--- config.mk ---
export PLATFORM = sky130hd
export DESIGN_NAME = utf8_byte_level_token_decoder_flat
export DESIGN_NICKNAME = d
export VERILOG_FILES = /design/src/rtl/utf8bl_pkg.sv /design/src/rtl/utf8bl_if.sv /design/src/rtl/utf8_byte_level_token_decoder.sv /design/src/flat_wrapper.sv
export SDC_FILE = /design/constraint.sdc
export NUM_CORES = 1
export LEC_CHECK = 0
export BUFFER_PORTS_ARGS = -buffer_cell sky130_fd_sc_hd__buf_2
export CAP_MARGIN = 30
export CORE_ASPECT_RATIO = 0.75
export CORE_UTILIZATION = 55
export DETAILED_ROUTE_END_ITERATION = 12
export PLACE_DENSITY_LB_ADDON = 0.08
export RECOVER_POWER = 25
export SLEW_MARGIN = 20
export SYNTH_ARGS = -nofsm -noshare
export SYNTH_HDL_FRONTEND = slang
export SYNTH_SLANG_ARGS = --single-unit
--- constraint.sdc ---
create_clock -name clk_i -period 6.35 [get_ports clk_i]
set_input_delay 0.3175 -clock clk_i [delete_from_list [all_inputs] [get_ports clk_i]]
set_output_delay 0.3175 -clock clk_i [all_outputs]
set_load 0.005 [all_outputs]
--- src/rtl/utf8bl_pkg.sv ---
// Package for the byte-level token decoder: widths, codepoint ranges and
// the codepoint to raw byte mapping. Depends on nothing.
package utf8bl_pkg;

  localparam int ByteW  = 8;
  localparam int CodeW  = 21;
  localparam int LeftW  = 2;

  localparam logic [CodeW-1:0] CpPrintLo  = 21'd33;
  localparam logic [CodeW-1:0] CpPrintHi  = 21'd126;
  localparam logic [CodeW-1:0] CpLatinLo  = 21'd161;
  localparam logic [CodeW-1:0] CpLatinMid = 21'd172;
  localparam logic [CodeW-1:0] CpShy      = 21'd173;
  localparam logic [CodeW-1:0] CpLatinHi  = 21'd174;
  localparam logic [CodeW-1:0] CpByteMax  = 21'd255;
  localparam logic [CodeW-1:0] CpCtrlLo   = 21'd256;
  localparam logic [CodeW-1:0] CpCtrlHi   = 21'd288;
  localparam logic [CodeW-1:0] CpHighLo   = 21'd289;
  localparam logic [CodeW-1:0] CpHighHi   = 21'd322;
  localparam logic [CodeW-1:0] CpShyCode  = 21'd323;
  localparam logic [8:0]       HighOffset = 9'd162;
  localparam logic [ByteW-1:0] ShyByte    = 8'd173;

  typedef struct packed {
    logic             hit;
    logic [ByteW-1:0] value;
  } map_t;

  function automatic map_t map_code(input logic [CodeW-1:0] cp);
    map_t       res;
    logic [8:0] high_diff;
    high_diff = cp[8:0] - HighOffset;
    res.hit   = 1'b1;
    res.value = cp[ByteW-1:0];
    if ((cp >= CpPrintLo && cp <= CpPrintHi) || (cp >= CpLatinLo && cp <= CpLatinMid) ||
        (cp >= CpLatinHi && cp <= CpByteMax)) begin
      res.value = cp[ByteW-1:0];
    end else if (cp >= CpCtrlLo && cp <= CpCtrlHi) begin
      res.value = cp[ByteW-1:0];
    end else if (cp >= CpHighLo && cp <= CpHighHi) begin
      res.value = high_diff[ByteW-1:0];
    end else if (cp == CpShyCode) begin
      res.value = ShyByte;
    end else begin
      res.hit = 1'b0;
    end
    return res;
  endfunction

endpackage

--- src/rtl/utf8bl_if.sv ---
// Valid/ready channels of the byte-level token decoder.
// Depends on utf8bl_pkg for the byte width.
interface utf8bl_in_if;
  logic                         valid;
  logic                         ready;
  logic [utf8bl_pkg::ByteW-1:0] in_byte;
  logic                         string_end;

  modport source (output valid, output in_byte, output string_end, input ready);
  modport sink (input valid, input in_byte, input string_end, output ready);
endinterface

interface utf8bl_out_if;
  logic                         valid;
  logic                         ready;
  logic [utf8bl_pkg::ByteW-1:0] out_byte;

  modport source (output valid, output out_byte, input ready);
  modport sink (input valid, input out_byte, output ready);
endinterface

--- src/rtl/utf8_byte_level_token_decoder.sv ---
// Byte-level token decoder: UTF-8 bytes in, raw bytes out; uses utf8bl_pkg, utf8bl_if.
// Each byte passes the input register, then is decoded and mapped into the result
// register. Throughput: one byte per cycle while the output is not stalled, set by the
// single decode stage; bytes whose codepoint is open or dropped give no item.
// Reset (rst_ni low, asynchronous) empties both registers and closes any open sequence.
module utf8_byte_level_token_decoder (
  input  logic          clk_i,
  input  logic          rst_ni,
  utf8bl_in_if.sink     in_i,
  utf8bl_out_if.source  out_o
);

  logic                                 s1_valid_q;
  logic [utf8bl_pkg::ByteW-1:0]         s1_byte_q;
  logic                                 s1_last_q;
  logic [utf8bl_pkg::CodeW-1:0]         partial_q, partial_d;
  logic [utf8bl_pkg::LeftW-1:0]         left_q, left_d;
  logic                                 out_valid_q, out_valid_d;
  logic [utf8bl_pkg::ByteW-1:0]         out_byte_q, out_byte_d;

  logic                                 advance;
  logic                                 emit;
  logic [utf8bl_pkg::CodeW-1:0]         code;
  logic [utf8bl_pkg::LeftW-1:0]         left;
  utf8bl_pkg::map_t                     mapped;

  assign advance    = s1_valid_q && (!out_valid_q || out_o.ready);
  assign in_i.ready = !s1_valid_q || advance;

  always_comb begin
    if (left_q == '0) begin
      if (!s1_byte_q[7]) begin
        code = {13'd0, s1_byte_q};
        left = 2'd0;
      end else if (s1_byte_q[7:5] == 3'b110) begin
        code = {16'd0, s1_byte_q[4:0]};
        left = 2'd1;
      end else if (s1_byte_q[7:4] == 4'b1110) begin
        code = {17'd0, s1_byte_q[3:0]};
        left = 2'd2;
      end else begin
        code = {18'd0, s1_byte_q[2:0]};
        left = 2'd3;
      end
    end else begin
      code = {partial_q[14:0], s1_byte_q[5:0]};
      left = left_q - 2'd1;
    end
    emit   = (left == '0) || s1_last_q;
    mapped = utf8bl_pkg::map_code(code);

    partial_d   = partial_q;
    left_d      = left_q;
    out_valid_d = out_valid_q && !out_o.ready;
    out_byte_d  = out_byte_q;
    if (advance) begin
      if (emit) begin
        partial_d = '0;
        left_d    = '0;
        if (mapped.hit) begin
          out_valid_d = 1'b1;
          out_byte_d  = mapped.value;
        end
      end else begin
        partial_d = code;
        left_d    = left;
      end
    end
  end

  always_ff @(posedge clk_i or negedge rst_ni) begin
    if (!rst_ni) begin
      s1_valid_q  <= 1'b0;
      partial_q   <= '0;
      left_q      <= '0;
      out_valid_q <= 1'b0;
    end else begin
      if (in_i.ready) begin
        s1_valid_q <= in_i.valid;
      end
      partial_q   <= partial_d;
      left_q      <= left_d;
      out_valid_q <= out_valid_d;
    end
  end

  always_ff @(posedge clk_i) begin
    if (in_i.ready && in_i.valid) begin
      s1_byte_q <= in_i.in_byte;
      s1_last_q <= in_i.string_end;
    end
    out_byte_q <= out_byte_d;
  end

  assign out_o.valid    = out_valid_q;
  assign out_o.out_byte = out_byte_q;

endmodule

--- src/flat_wrapper.sv ---
// flat-port wrapper written by rule: the top's interface ports become plain ports
module utf8_byte_level_token_decoder_flat 
  (clk_i, rst_ni, in_i_valid, in_i_in_byte, in_i_string_end, in_i_ready, out_o_valid, out_o_out_byte, out_o_ready);
  utf8bl_in_if in_i_i ();
  utf8bl_out_if out_o_i ();
  input  logic clk_i;
  input  logic rst_ni;
  input wire logic [$bits(in_i_i.valid)-1:0] in_i_valid;
  input wire logic [$bits(in_i_i.in_byte)-1:0] in_i_in_byte;
  input wire logic [$bits(in_i_i.string_end)-1:0] in_i_string_end;
  output wire logic [$bits(in_i_i.ready)-1:0] in_i_ready;
  output wire logic [$bits(out_o_i.valid)-1:0] out_o_valid;
  output wire logic [$bits(out_o_i.out_byte)-1:0] out_o_out_byte;
  input wire logic [$bits(out_o_i.ready)-1:0] out_o_ready;
  assign in_i_i.valid = in_i_valid;
  assign in_i_i.in_byte = in_i_in_byte;
  assign in_i_i.string_end = in_i_string_end;
  assign in_i_ready = in_i_i.ready;
  assign out_o_valid = out_o_i.valid;
  assign out_o_out_byte = out_o_i.out_byte;
  assign out_o_i.ready = out_o_ready;
  utf8_byte_level_token_decoder u_core (.clk_i(clk_i), .rst_ni(rst_ni), .in_i(in_i_i), .out_o(out_o_i));
endmodule
==> results.md <==
* Run status: complete, no violations
* Drt drc at 0
* First-pass iteration count of the detailed router at 6
* Max Fclk at 299.5 MHz
* Buffer type at the clock tree root: clkbuf_8
* Final routed wire length divided by cell count at 17.82 um
* Layout Cell Area excl Fill at 2344 sq um
* Place WS at 3.039 ns
* Leading cell type in the layout, fill and taps excluded: nand2_1
* RSZ-0062 raised after global routing: false
* Die span in y at 55.43 um
* Post-DP Area at 2230 sq um
* Mapped Area at 2093 sq um
* Final Worst Setup Slack at 3.011 ns
* Average via count per standard cell at 6.185
* Worst-Margin Slew at 1.036 ns
* Worst Path Required at 6.28 ns
* Count of input and output buffers at 22
* Final clock period utilization by the worst path at 52.58%
* Ys flop type: dfrtp_1
* Wire length of the first global-routing pass at 8.424 mm
* Average footprint of a synthesized cell at 9.782 sq um
* Count of unique library cells instantiated by Yosys at 55
* Clock transition at path regs at 0.07 ns
* Post-detailed-routing wire length at 5.097 mm
* Filler-free cell count of the finished design at 286
* I/O pin total at 23
* Met1 track demand over resource at 40.07%
* Async set-or-reset flop fraction in the synthesized netlist at 52.78%
* Number of setup violations in the final report at 0
* Startpoint Class: register
* Ant diodes at 0
* Number of hold-slack violations in the final timing report at 0
* Number of sinks on the clock net at 36
* Placed wire-length estimate after detailed placement at 3.737 mm
* Global routing's busiest layer: met1
* Initial antenna violation count at 0
* Post-Route Hold Slack at 0.1946 ns
* Area added between synthesis and finish at 11.95%
* Pin count of the biggest net entering global routing at 36
* Iteration-0 DRC count of the detailed router at 180
* Flop and latch count out of synthesis at 36
* Clock Latency Late Sink at 0.30 ns
* H-Tree Level Count at 2
* Fill cell instance count of the final layout at 313
* Data arrival time of the worst path at 3.27 ns
* Net Count, Synth at 230
* Final weighted congestion in routability-driven placement at 1.004
* Max clock buf depth at 2
* Nature of the critical path endpoint: register
* TritonCTS clock tree: done
* Share of the core filled with cells in the final layout at 64.01%
* Worst relative slew slack at 30.95%
* Overall power of the completed layout at 794.3 uW
* Post-CTS setup repair buffer count at 0
* Yosys warning total at 0
* Post-DRT Antenna Nets at 0
* Commonest cells after routing, fill and taps aside: 29 x nand2_1, 21 x buf_2, 19 x dfrtp_1
* Row Count at 19
* Number of placed instances with taps included at 277
* Starting density of the core at 57.18%
* Clock skew at 0.008596 ns
* GR met3 Demand/Resource at 11.86%
* DIE WIDTH at 73.24 um
* Placeable core region at 3661 sq um
* Area enclosed by the die boundary at 4059 sq um
* Net count reported at finish at 249
* Overflow left after global routing at 0
* Number of flops mapped to enable cells by yosys at 17
* Overall track demand over capacity in global routing at 28.07%
* Kind of path behind the tightest hold check: in2reg
* Vias post-DR at 1769
* Critical path class: reg2reg
* Static power due to leakage at 0.9341 nW
* Final total negative setup slack at 0 ns
* Reg2Reg Setup Slack at 3.01 ns
* Max cap viols at 0
* Pins Over Slew Limit at 0
* Peak fanout along the critical path at 13
* Fraction of met2 tracks used by global routing at 36.90%
* Min Clock Period, post-route at 3.339 ns
* Max VDD drop at 0.2001 mV
* Share of cells above drive strength 1 at 19.23%
* Vias in the first global route at 1675
* Number of clock buffers inserted by TritonCTS at 5
* Power Dens Cells at 338.9 nW/um^2
* Register area share after synthesis at 47.10%
* Count of mapped cells out of synthesis at 214
## per-layer routing
| layer | vias to the layer above | routed length [um] |
|---|---|---|
| li1 | 843 | - |
| met1 | 819 | 2240 |
| met3 | 12 | 519 |
| met4 | 0 | 116 |
| met2 | 95 | 2220 |
| met5 | - | 0 |
## synthesized netlist by cell type (5+ instances only)
| cell | count | area [sq um] |
|---|---|---|
| nor2_1 | 10 | 37.54 |
| nor4_1 | 7 | 43.79 |
| inv_1 | 8 | 30.03 |
| nand2_1 | 29 | 108.9 |
| dfrtp_1 | 19 | 475.5 |
| clkbuf_1 | 9 | 33.78 |
| o21ai_0 | 15 | 75.07 |
| edfxtp_1 | 17 | 510.5 |
| o31ai_1 | 8 | 60.06 |
| a21oi_1 | 9 | 45.04 |
| a21o_1 | 5 | 37.54 |
## critical path, cell delays in order (launching register included)
cell and delay (ns):
dfrtp_1 0.50, or3b_1 0.57, o21ai_1 0.38, or3b_1 0.40
a221oi_2 0.35, nor3b_1 0.11, a211oi_2 0.66
## worst paths after layout
| check | start | endpoint | cells after the start |
|---|---|---|---|
| setup / recovery | u_core.left_q[1] | u_core.out_o.out_byte[7] | 6 |
| hold / removal | in_i_in_byte[2] | u_core.s1_byte_q[2] | 1 |
| setup reg to reg | u_core.left_q[1] | u_core.out_o.out_byte[7] | 6 |
| hold reg to reg | u_core.partial_q[11] | u_core.partial_q[11] | 2 |
| max in group asynchronous | rst_ni | u_core.partial_q[8] | 2 |
| min in group asynchronous | rst_ni | u_core.partial_q[4] | 2 |
## what timing repair did
item	in CTS	in global routing
resized for setup	0	0
hold buffers	1	0
hold endpoints to repair	19	0
## logic make-up after synthesis
group           after synthesis  synth area share (%)
buf+inv                      20                 4.064
xor+xnor                      2                0.8370
compound gates               72                 25.28
mux                           1                0.4782
flops                        36                 47.10
fa+ha+maj                     3                 1.793
simple gates                 80                 20.44
## report_power, final
| part | internal (mW) | switching (mW) |
|---|---|---|
| combinational | 0.101 | 0.173 |
| sequential | 0.291 | 0.0423 |
| clock | 0.101 | 0.0868 |
| total | 0.493 | 0.302 |
## final cells by class
cell class,instances,area (sq um),area share (%)
clock buffer,6,93.84,4.004
clock inverter,2,11.26,0.4805
inverter,8,30.03,1.281
multi-input combinational,158,1031,43.99
sequential,36,985.9,42.07
tap,52,65.06,2.776
timing repair buffer,24,126.4,5.392
## sequential cells by signal (all words and copies together) (netlist names)
register / count
u_core.out_o.valid: 1
u_core.s1_valid_q: 1
u_core.s1_byte_q: 8
u_core.partial_q: 15
u_core.out_o.out_byte: 8
u_core.s1_last_q: 1
u_core.left_q: 2
No activity file was read; power rests on OpenSTA's default activity.
